==> src/rtl/csl_pkg.sv <==
// Shared widths, constants, codes and the sequencer state type of the
// curvature speed limiter. No dependencies.
package csl_pkg;

  localparam int CURV_W    = 25;
  localparam int MAG_W     = 24;
  localparam int SPEED_W   = 16;
  localparam int REASON_W  = 2;
  localparam int CFG_IDX_W = 1;

  // Division K / m: quotient fits 29 bits since m > STRAIGHT_MAX.
  localparam int DIV_STEPS  = 29;
  localparam int SQRT_STEPS = 15;
  localparam int CNT_W      = 5;
  localparam int RAD_W      = 2 * SQRT_STEPS;
  localparam int ROOT_W     = SQRT_STEPS;
  localparam int SUB_W      = 25;

  localparam logic [38:0] GRIP_K = 39'd345158690191;
  localparam logic [DIV_STEPS-1:0] GRIP_K_LO = GRIP_K[DIV_STEPS-1:0];
  localparam logic [MAG_W-1:0] GRIP_K_HI = MAG_W'(GRIP_K >> DIV_STEPS);

  localparam logic [MAG_W-1:0] STRAIGHT_MAX     = 24'd1048;
  localparam logic [MAG_W-1:0] SMALL_CHANGE_MAX = 24'd10485;
  localparam logic [MAG_W-1:0] MAG_MAX          = 24'hFFFFFF;

  // x / 5 == (x * 419431) >> 21 for x < 699050
  localparam int FILT_W     = 19;
  localparam int PROD_W     = 2 * FILT_W;
  localparam int RECIP_SH   = 21;
  localparam logic [FILT_W-1:0] RECIP_5 = 19'd419431;

  localparam logic [SPEED_W-1:0] SPEED_LIMIT_RST = 16'd7680;
  localparam logic [SPEED_W-1:0] MIN_SPEED_RST   = 16'd5120;

  localparam logic [CFG_IDX_W-1:0] CFG_SPEED_LIMIT = 1'd0;
  localparam logic [CFG_IDX_W-1:0] CFG_MIN_SPEED   = 1'd1;

  localparam logic [REASON_W-1:0] REASON_STRAIGHT = 2'd0;
  localparam logic [REASON_W-1:0] REASON_HELD     = 2'd1;
  localparam logic [REASON_W-1:0] REASON_FILTERED = 2'd2;

  typedef enum logic [2:0] {
    ST_IDLE,
    ST_DIV,
    ST_SQRT,
    ST_FILT,
    ST_SCALE,
    ST_OUT
  } csl_state_t;

endpackage

==> src/rtl/csl_in_if.sv <==
// Input channel of the curvature speed limiter: valid/ready plus curvature.
// Depends on csl_pkg.
interface csl_in_if;
  logic                              valid;
  logic                              ready;
  logic signed [csl_pkg::CURV_W-1:0] curvature;

  modport source (output valid, output curvature, input ready);
  modport sink   (input valid, input curvature, output ready);
endinterface

==> src/rtl/csl_out_if.sv <==
// Result channel of the curvature speed limiter: valid/ready, speed, reason.
// Depends on csl_pkg.
interface csl_out_if;
  logic                         valid;
  logic                         ready;
  logic [csl_pkg::SPEED_W-1:0]  speed;
  logic [csl_pkg::REASON_W-1:0] reason;

  modport source (output valid, output speed, output reason, input ready);
  modport sink   (input valid, input speed, input reason, output ready);
endinterface

==> src/rtl/curvature_speed_limiter.sv <==
// Curvature speed limiter top level: sequencer, shared subtractor for the
// restoring divide and square root, low-pass filter and output register.
// Depends on csl_pkg, csl_in_if, csl_out_if.
//
// Usage:
//   in_ch carries one signed Q4.20 curvature per item; out_ch returns one
//   item per input: speed (Q8.8) and reason (straight, held, filtered).
//   cfg_we/cfg_index/cfg_wdata write speed_limit (0) and min_speed (1);
//   write them only while the block is idle.
// Sequencing:
//   Straight and small-change items go from idle to the output state ST_OUT
//   and then to out_ch. Filtered items take 29 divide steps and 15 square-root
//   steps on one shared 25-bit subtractor, then the multiply state ST_FILT,
//   the scale state ST_SCALE and the output load in ST_OUT. The next item is
//   taken once the sequencer is back in idle; in_ch.ready is high only while
//   the sequencer is idle, so one item is in work at a time.
// Reset:
//   Synchronous active-low rst_n clears the sequencer, the output valid, the
//   stored curvature and the primed flag, and restores the register defaults.
// Stall:
//   The output register holds a finished item while out_ch.ready is low; the
//   block still accepts and works one more item, which then waits for the
//   output register to free.
module curvature_speed_limiter (
  input  logic                                 clk,
  input  logic                                 rst_n,
  csl_in_if.sink                               in_ch,
  csl_out_if.source                            out_ch,
  input  logic                                 cfg_we,
  input  logic [csl_pkg::CFG_IDX_W-1:0]        cfg_index,
  input  logic [csl_pkg::SPEED_W-1:0]          cfg_wdata
);

  csl_pkg::csl_state_t state_r, state_nxt;

  logic [csl_pkg::SPEED_W-1:0]   speed_limit_r, min_speed_r;
  logic [csl_pkg::MAG_W-1:0]     last_curv_r;
  logic [csl_pkg::SPEED_W-1:0]   held_r;
  logic                          primed_r;

  logic [csl_pkg::MAG_W-1:0]     rem_r;
  logic [csl_pkg::RAD_W-1:0]     quo_r;
  logic [csl_pkg::ROOT_W-1:0]    root_r;
  logic [csl_pkg::CNT_W-1:0]     cnt_r;
  logic [csl_pkg::PROD_W-2:0]    prod_r;
  logic [csl_pkg::SPEED_W-1:0]   res_speed_r;
  logic [csl_pkg::REASON_W-1:0]  res_reason_r;

  logic                          out_valid_r;
  logic [csl_pkg::SPEED_W-1:0]   out_speed_r;
  logic [csl_pkg::REASON_W-1:0]  out_reason_r;

  logic                          accept;
  logic                          out_load;
  logic                          in_ready;
  logic                          step_done;

  // magnitude and change at acceptance
  logic [csl_pkg::CURV_W-1:0]    abs_curv;
  logic [csl_pkg::MAG_W-1:0]     mag;
  logic [csl_pkg::MAG_W-1:0]     mag_diff;
  logic                          straight;
  logic                          small_change;
  logic [csl_pkg::SPEED_W-1:0]   held_eff;

  // shared subtractor
  logic [csl_pkg::SUB_W-1:0]     sub_a, sub_b;
  logic [csl_pkg::SUB_W:0]       sub_res;
  logic                          sub_ge;
  logic [csl_pkg::SUB_W-1:0]     div_sh;
  logic [17:0]                   sqrt_sh;

  // filter
  logic [csl_pkg::SPEED_W-1:0]   clamp_hi, clamp_lo;
  logic [csl_pkg::FILT_W-1:0]    filt_sum;
  logic [csl_pkg::PROD_W-1:0]    filt_prod;

  assign accept   = in_ch.valid && in_ready;
  assign out_load = (state_r == csl_pkg::ST_OUT) && (!out_valid_r || out_ch.ready);

  assign abs_curv = in_ch.curvature[csl_pkg::CURV_W-1] ?
                    csl_pkg::CURV_W'(-in_ch.curvature) : in_ch.curvature;
  assign mag      = abs_curv[csl_pkg::CURV_W-1] ? csl_pkg::MAG_MAX
                                                : abs_curv[csl_pkg::MAG_W-1:0];
  assign mag_diff = (mag >= last_curv_r) ? mag - last_curv_r : last_curv_r - mag;
  assign straight     = mag <= csl_pkg::STRAIGHT_MAX;
  assign small_change = mag_diff <= csl_pkg::SMALL_CHANGE_MAX;
  assign held_eff     = primed_r ? held_r : speed_limit_r;

  assign div_sh  = {rem_r, csl_pkg::GRIP_K_LO[cnt_r]};
  assign sqrt_sh = {rem_r[15:0], quo_r[csl_pkg::RAD_W-1 -: 2]};

  always_comb begin
    if (state_r == csl_pkg::ST_SQRT) begin
      sub_a = csl_pkg::SUB_W'(sqrt_sh);
      sub_b = csl_pkg::SUB_W'({root_r, 2'b01});
    end else begin
      sub_a = div_sh;
      sub_b = {1'b0, last_curv_r};
    end
  end

  assign sub_res = {1'b0, sub_a} - {1'b0, sub_b};
  assign sub_ge  = !sub_res[csl_pkg::SUB_W];

  assign clamp_hi  = ({1'b0, root_r} > speed_limit_r) ? speed_limit_r : {1'b0, root_r};
  assign clamp_lo  = (clamp_hi < min_speed_r) ? min_speed_r : clamp_hi;
  assign filt_sum  = csl_pkg::FILT_W'(clamp_lo) + {1'b0, held_r, 2'b00}
                     + csl_pkg::FILT_W'(2);
  assign filt_prod = filt_sum * csl_pkg::RECIP_5;

  // next state
  always_comb begin
    state_nxt = state_r;
    unique case (state_r)
      csl_pkg::ST_IDLE: begin
        if (in_ch.valid) begin
          state_nxt = (straight || small_change) ? csl_pkg::ST_OUT : csl_pkg::ST_DIV;
        end
      end
      csl_pkg::ST_DIV: begin
        if (step_done) state_nxt = csl_pkg::ST_SQRT;
      end
      csl_pkg::ST_SQRT: begin
        if (step_done) state_nxt = csl_pkg::ST_FILT;
      end
      csl_pkg::ST_FILT:  state_nxt = csl_pkg::ST_SCALE;
      csl_pkg::ST_SCALE: state_nxt = csl_pkg::ST_OUT;
      csl_pkg::ST_OUT: begin
        if (!out_valid_r || out_ch.ready) state_nxt = csl_pkg::ST_IDLE;
      end
      default: state_nxt = csl_pkg::ST_IDLE;
    endcase
  end

  // control outputs
  always_comb begin
    in_ready  = rst_n && (state_r == csl_pkg::ST_IDLE);
    step_done = (cnt_r == '0);
  end

  always_ff @(posedge clk) begin
    if (!rst_n) begin
      state_r <= csl_pkg::ST_IDLE;
    end else begin
      state_r <= state_nxt;
    end
  end

  // configuration
  always_ff @(posedge clk) begin
    if (!rst_n) begin
      speed_limit_r <= csl_pkg::SPEED_LIMIT_RST;
      min_speed_r   <= csl_pkg::MIN_SPEED_RST;
    end else if (cfg_we) begin
      unique case (cfg_index)
        csl_pkg::CFG_SPEED_LIMIT: speed_limit_r <= cfg_wdata;
        csl_pkg::CFG_MIN_SPEED:   min_speed_r   <= cfg_wdata;
        default: ;
      endcase
    end
  end

  // item state
  always_ff @(posedge clk) begin
    if (!rst_n) begin
      last_curv_r <= '0;
      primed_r    <= 1'b0;
    end else if (accept) begin
      last_curv_r <= mag;
      primed_r    <= 1'b1;
    end
  end

  // datapath
  always_ff @(posedge clk) begin
    unique case (state_r)
      csl_pkg::ST_IDLE: begin
        if (accept) begin
          rem_r <= csl_pkg::GRIP_K_HI;
          quo_r <= '0;
          cnt_r <= csl_pkg::CNT_W'(csl_pkg::DIV_STEPS - 1);
          if (straight) begin
            held_r       <= speed_limit_r;
            res_speed_r  <= speed_limit_r;
            res_reason_r <= csl_pkg::REASON_STRAIGHT;
          end else begin
            held_r       <= held_eff;
            res_speed_r  <= held_eff;
            res_reason_r <= csl_pkg::REASON_HELD;
          end
        end
      end
      csl_pkg::ST_DIV: begin
        quo_r <= {quo_r[csl_pkg::RAD_W-2:0], sub_ge};
        if (step_done) begin
          rem_r  <= '0;
          cnt_r  <= csl_pkg::CNT_W'(csl_pkg::SQRT_STEPS - 1);
          root_r <= '0;
        end else begin
          rem_r <= sub_ge ? sub_res[csl_pkg::MAG_W-1:0] : div_sh[csl_pkg::MAG_W-1:0];
          cnt_r <= cnt_r - 1'b1;
        end
      end
      csl_pkg::ST_SQRT: begin
        if (step_done) begin
          rem_r <= '0;
        end else begin
          rem_r <= sub_ge ? sub_res[csl_pkg::MAG_W-1:0] : csl_pkg::MAG_W'(sqrt_sh);
        end
        quo_r  <= {quo_r[csl_pkg::RAD_W-3:0], 2'b00};
        root_r <= {root_r[csl_pkg::ROOT_W-2:0], sub_ge};
        cnt_r  <= cnt_r - 1'b1;
      end
      csl_pkg::ST_FILT: begin
        prod_r <= filt_prod[csl_pkg::PROD_W-2:0];
      end
      csl_pkg::ST_SCALE: begin
        res_speed_r  <= prod_r[csl_pkg::RECIP_SH +: csl_pkg::SPEED_W];
        held_r       <= prod_r[csl_pkg::RECIP_SH +: csl_pkg::SPEED_W];
        res_reason_r <= csl_pkg::REASON_FILTERED;
      end
      csl_pkg::ST_OUT: ;
      default: ;
    endcase
  end

  // output register
  always_ff @(posedge clk) begin
    if (!rst_n) begin
      out_valid_r <= 1'b0;
    end else if (out_load) begin
      out_valid_r <= 1'b1;
    end else if (out_ch.ready) begin
      out_valid_r <= 1'b0;
    end
  end

  always_ff @(posedge clk) begin
    if (out_load) begin
      out_speed_r  <= res_speed_r;
      out_reason_r <= res_reason_r;
    end
  end

  assign in_ch.ready   = in_ready;
  assign out_ch.valid  = out_valid_r;
  assign out_ch.speed  = out_speed_r;
  assign out_ch.reason = out_reason_r;

endmodule
==> src/flat_wrapper.sv <==
// flat-port wrapper written by rule: the top's interface ports become plain ports
module curvature_speed_limiter_flat 
  (clk, rst_n, cfg_we, cfg_index, cfg_wdata, in_ch_valid, in_ch_curvature, in_ch_ready, out_ch_valid, out_ch_speed, out_ch_reason, out_ch_ready);
  csl_in_if in_ch_i ();
  csl_out_if out_ch_i ();
  input  logic clk;
  input  logic rst_n;
  input  logic cfg_we;
  input  logic [csl_pkg::CFG_IDX_W-1:0] cfg_index;
  input  logic [csl_pkg::SPEED_W-1:0] cfg_wdata;
  input wire logic [$bits(in_ch_i.valid)-1:0] in_ch_valid;
  input wire logic [$bits(in_ch_i.curvature)-1:0] in_ch_curvature;
  output wire logic [$bits(in_ch_i.ready)-1:0] in_ch_ready;
  output wire logic [$bits(out_ch_i.valid)-1:0] out_ch_valid;
  output wire logic [$bits(out_ch_i.speed)-1:0] out_ch_speed;
  output wire logic [$bits(out_ch_i.reason)-1:0] out_ch_reason;
  input wire logic [$bits(out_ch_i.ready)-1:0] out_ch_ready;
  assign in_ch_i.valid = in_ch_valid;
  assign in_ch_i.curvature = in_ch_curvature;
  assign in_ch_ready = in_ch_i.ready;
  assign out_ch_valid = out_ch_i.valid;
  assign out_ch_speed = out_ch_i.speed;
  assign out_ch_reason = out_ch_i.reason;
  assign out_ch_i.ready = out_ch_ready;
  curvature_speed_limiter u_core (.clk(clk), .rst_n(rst_n), .in_ch(in_ch_i), .out_ch(out_ch_i), .cfg_we(cfg_we), .cfg_index(cfg_index), .cfg_wdata(cfg_wdata));
endmodule
==> config.mk <==
export PLATFORM = sky130hd
export DESIGN_NAME = curvature_speed_limiter_flat
export DESIGN_NICKNAME = d
export VERILOG_FILES = /design/src/rtl/csl_pkg.sv /design/src/rtl/csl_in_if.sv /design/src/rtl/csl_out_if.sv /design/src/rtl/curvature_speed_limiter.sv /design/src/flat_wrapper.sv
export SDC_FILE = /design/constraint.sdc
export NUM_CORES = 1
export LEC_CHECK = 0
export ABC_AREA = 1
export BUFFER_PORTS_ARGS = -buffer_cell sky130_fd_sc_hd__buf_2
export CORE_MARGIN = 3
export CORE_UTILIZATION = 43
export CTS_BUF_LIST = sky130_fd_sc_hd__clkbuf_4 sky130_fd_sc_hd__clkbuf_8 sky130_fd_sc_hd__clkbuf_16
export CTS_CLUSTER_DIAMETER = 30
export DETAILED_ROUTE_END_ITERATION = 10
export HOLD_SLACK_MARGIN = 0.03
export PLACE_DENSITY = 0.59
export SYNTH_ARGS = -nofsm -noshare
export SYNTH_HDL_FRONTEND = slang
export SYNTH_SLANG_ARGS = --single-unit
==> constraint.sdc <==
create_clock -name clk -period 12.1 [get_ports clk]
set_clock_uncertainty 0.05 [all_clocks]
set_input_delay 1.21 -clock clk [delete_from_list [all_inputs] [get_ports clk]]
set_output_delay 1.21 -clock clk [all_outputs]
set_load 0.01 [all_outputs]
==> results.py <==
metrics = {
    "hold_path": {
        "hold_end": "u_core.out_ch.reason[1]$_DFFE_PP_",
        "whs_path_depth": 0,
        "hp-start": "u_core.res_reason_r[1]$_SDFFCE_PP1P_",
        "hold_path.class": "reg -> reg",
    },
    "clock_network": {
        "clock_sinks": 188,
        "clock_path_buffers": 2,
        "tritoncts": "built",
        "cts_buffers": 17,
        "root_buffer": "clkbuf_16",
        "clk_latency_ns": 0.48,
        "htree_levels": 4,
        "clk_pin_slew_worst_paths_ns": 0.09,
    },
    "flow_run": {
        "cap_violations": 0,
    },
    "routing": {
        "vias": 17500,
        "wirelength_mm": 61.8,
        "wl_per_cell_um": 18.7,
        "viasPerCell": 5.30,
        "first_pass_iters": 5,
        "initialDrtViolationCount": 1130,
        "ant_nets": 0,
        "drc": 0,
    },
    "synth": {
        "synthesis.area_mm2": 0.0209,
        "syn_nets": 3087,
        "ys_ff_latch": 188,
        "postSynthAreaPerCell_um2": 7.93,
        "synthCells": 2640,
        "ys_async_sr_fraction_pct": 0,
        "yosys.area.top_type": "edfxtp_1",
        "ys_seq_area_share_pct": 24.0,
        "synth-edff-count": 126,
        "synth_top_area_share_pct": 18.1,
        "synth_cell_types": 71,
        "synth_warnings": 0,
        "synth_flop_cell": "edfxtp_1",
        "ys_top_cells_by_area": "edfxtp_1 (18%), ha_1 (17%), fa_1 (12%), inv_1 (9.3%), nand2_1 (7.9%)",
    },
    "place": {
        "post-place-ws_ns": 0.488,
        "hpwlAfterDp_mm": 52.0,
        "dp.cells": 3274,
        "io_buffers": 66,
        "routabilityCongestion": 0.972,
    },
    "finish": {
        "nNetsFinal": 3126,
        "drive_above_1_share_pct": 7.36,
        "syn_to_final_growth_pct": 7.55,
        "layoutNonFillerInstCount": 3307,
        "fin_util_pct": 46.9,
        "antennaDiodeCount": 0,
    },
    "grt": {
        "grt_max_degree": 61,
        "grt_pass1_vias": 17500,
        "antenna_found_initial": 1,
        "grt_pass1_wl_mm": 96.7,
        "grtUsageTotal_pct": 24.6,
        "overflow": 0,
    },
    "worst_setup_path": {
        "worstPathArrival_ns": 11.37,
        "critPathMaxStageDelay_ns": 0.53,
        "crit_top_cell": "nand2_1",
        "start_kind": "register",
        "required_ns": 12.28,
        "r2r_end": "u_core.prod_r[34]$_DFFE_PN_",
        "worstPathMaxFanout": 29,
        "timing.rr.start": "u_core.root_r[11]$_SDFFCE_PN0P_",
        "rr_worst_depth": 49,
        "critPathLaunch": "u_core.root_r[11]$_SDFFCE_PN0P_",
        "critical_path.endpoint_type": "register",
        "regToRegSetupSlack_ns": 0.91,
        "critPathSlowestCell": "fa_1",
        "path_class": "reg -> reg",
    },
    "die": {
        "core_area_mm2": 0.0479,
        "die_y_um": 227,
        "start_util_pct": 43.6,
        "ios": 67,
        "rows": 80,
        "dieWidth_um": 227,
        "dieArea_mm2": 0.0513,
    },
    "timing": {
        "hold_violations": 0,
        "fmax_ghz": 0.0894,
        "tightest_slew_ns": 0.997,
        "slew_viol_final": 0,
        "setup_viol": 0,
        "relSlewSlack_pct": 33.4,
        "rsz0062_at_grt": "false",
        "min_period_ns": 11.19,
        "period_share_pct": 92.4,
        "fin_setup_tns_ns": 0,
        "setup_ws_ns": 0.915,
    },
    "outcome": {
        "status": "complete, no violations",
    },
}
## sequential cells by signal, summed over array words and instances (netlist names), 2 cells and up
signal	cells
u_core.held_r	16
u_core.out_ch.reason	2
u_core.out_ch.speed	16
u_core.min_speed_r	16
u_core.last_curv_r	24
u_core.speed_limit_r	16
u_core.quo_r	30
u_core.res_reason_r	2
u_core.root_r	15
u_core.state_r	3
u_core.prod_r	16
u_core.rem_r	24
u_core.cnt_r	5
## worst max-delay path by stage
stage                                             end  slack, ns
after floorplan           u_core.prod_r[35]$_DFFE_PN_       2.11
after global placement    u_core.prod_r[34]$_DFFE_PN_       0.65
after detailed placement  u_core.prod_r[34]$_DFFE_PN_       0.49
after CTS                 u_core.prod_r[34]$_DFFE_PN_       0.44
after global routing      u_core.prod_r[34]$_DFFE_PN_       0.11
final                     u_core.prod_r[34]$_DFFE_PN_       0.91
## Yosys cell counts (3+ instances only)
master / n
nand3_1: 63
or2_2: 4
o2111ai_1: 4
a21oi_1: 215
xor2_1: 89
buf_4: 7
ha_1: 276
nor4_1: 5
o21a_1: 9
nor3_2: 5
o31ai_1: 3
a221oi_1: 4
dfxtp_1: 62
o21ai_0: 142
inv_2: 14
a21o_1: 15
inv_1: 518
nand2_2: 15
clkbuf_1: 37
o21bai_1: 3
o211ai_1: 15
edfxtp_1: 126
xnor2_1: 36
and2_1: 3
a21oi_2: 5
nand4_1: 16
buf_2: 7
buf_1: 6
o22ai_1: 51
a21boi_0: 3
a21boi_1: 5
a31oi_1: 11
o21ai_1: 37
fa_1: 124
buf_6: 4
nor2_1: 179
o221ai_1: 4
a211oi_1: 5
nor2_2: 8
nand2_1: 443
nor3_1: 15
nand3b_1: 5
## per-stage QoR
step | area [µm²] | hold slack [ns]
final | 22500 | 0.365
after global routing | 22500 | 0.387
after CTS | 22500 | 0.363
after detailed placement | 21800 | 0.363
after global placement | 21800 | 0.354
after floorplan | 20900 | 0.350
## critical path: cells and delay by family (launching register included)
kind | cells | cell delay, ns
adders and majority gates | 10 | 4.10
AOI/OAI and AO/OA | 16 | 3.70
and+or+nand+nor | 14 | 1.59
xor gates and xnor gates | 3 | 0.56
buffers and inverters | 6 | 0.49
DFF | 1 | 0.43
## cell type report
cell class | count | area (µm²)
multi-input cells | 1857 | 13600
flip-flops and latches | 188 | 5020
inverters | 534 | 2010
clock inverters | 15 | 216
well taps | 615 | 769
clock buffers | 17 | 425
fillers | 4806 | 25400
repair buffers | 81 | 443
## routing by layer
metal	track usage, %	vias to the layer above	part of all wire, %
li1	-	8702	-
met1	30.3	8295	43
met2	43.1	425	49
met3	3.65	107	4.0
met4	9.94	0	4.0
met5	0	-	0
## kinds of logic after synthesis
logic type      share of synthesized area [%]
fa+ha+maj                                28.4
compound gates                           15.5
flops                                    24.0
mux                                    0.0478
buf+inv                                  11.0
xor+xnor                                 5.44
other cells                            0.0179
simple gates                             15.6
## cell usage in the layout (no fill, tap or decap), drive strengths merged, types with 3 or more instances in the layout
cell / n
nor4: 8
buf: 81
nor3: 21
o21a: 9
a21oi: 222
o221ai: 4
xnor2: 36
xor2: 91
o31ai: 5
o21bai: 6
o21ai: 183
clkinv: 4
or2: 5
nand4: 16
a221oi: 4
and2: 3
nand2: 460
ha: 276
o2111ai: 4
o211ai: 15
nor2: 187
a21boi: 10
a211oi: 5
dfxtp: 62
nand3b: 5
edfxtp: 126
fa: 124
nand3: 65
inv: 545
a21o: 15
a31oi: 12
clkbuf: 17
o22ai: 51
## timing repair
action	CTS	global route
endpoints found under the setup margin	0	13
setup buffers	0	1
hold buffers	0	0
resized for setup	0	2
Power is not shown: default switching activity piles up to over one toggle a cycle in this logic, so the estimate is an artifact.
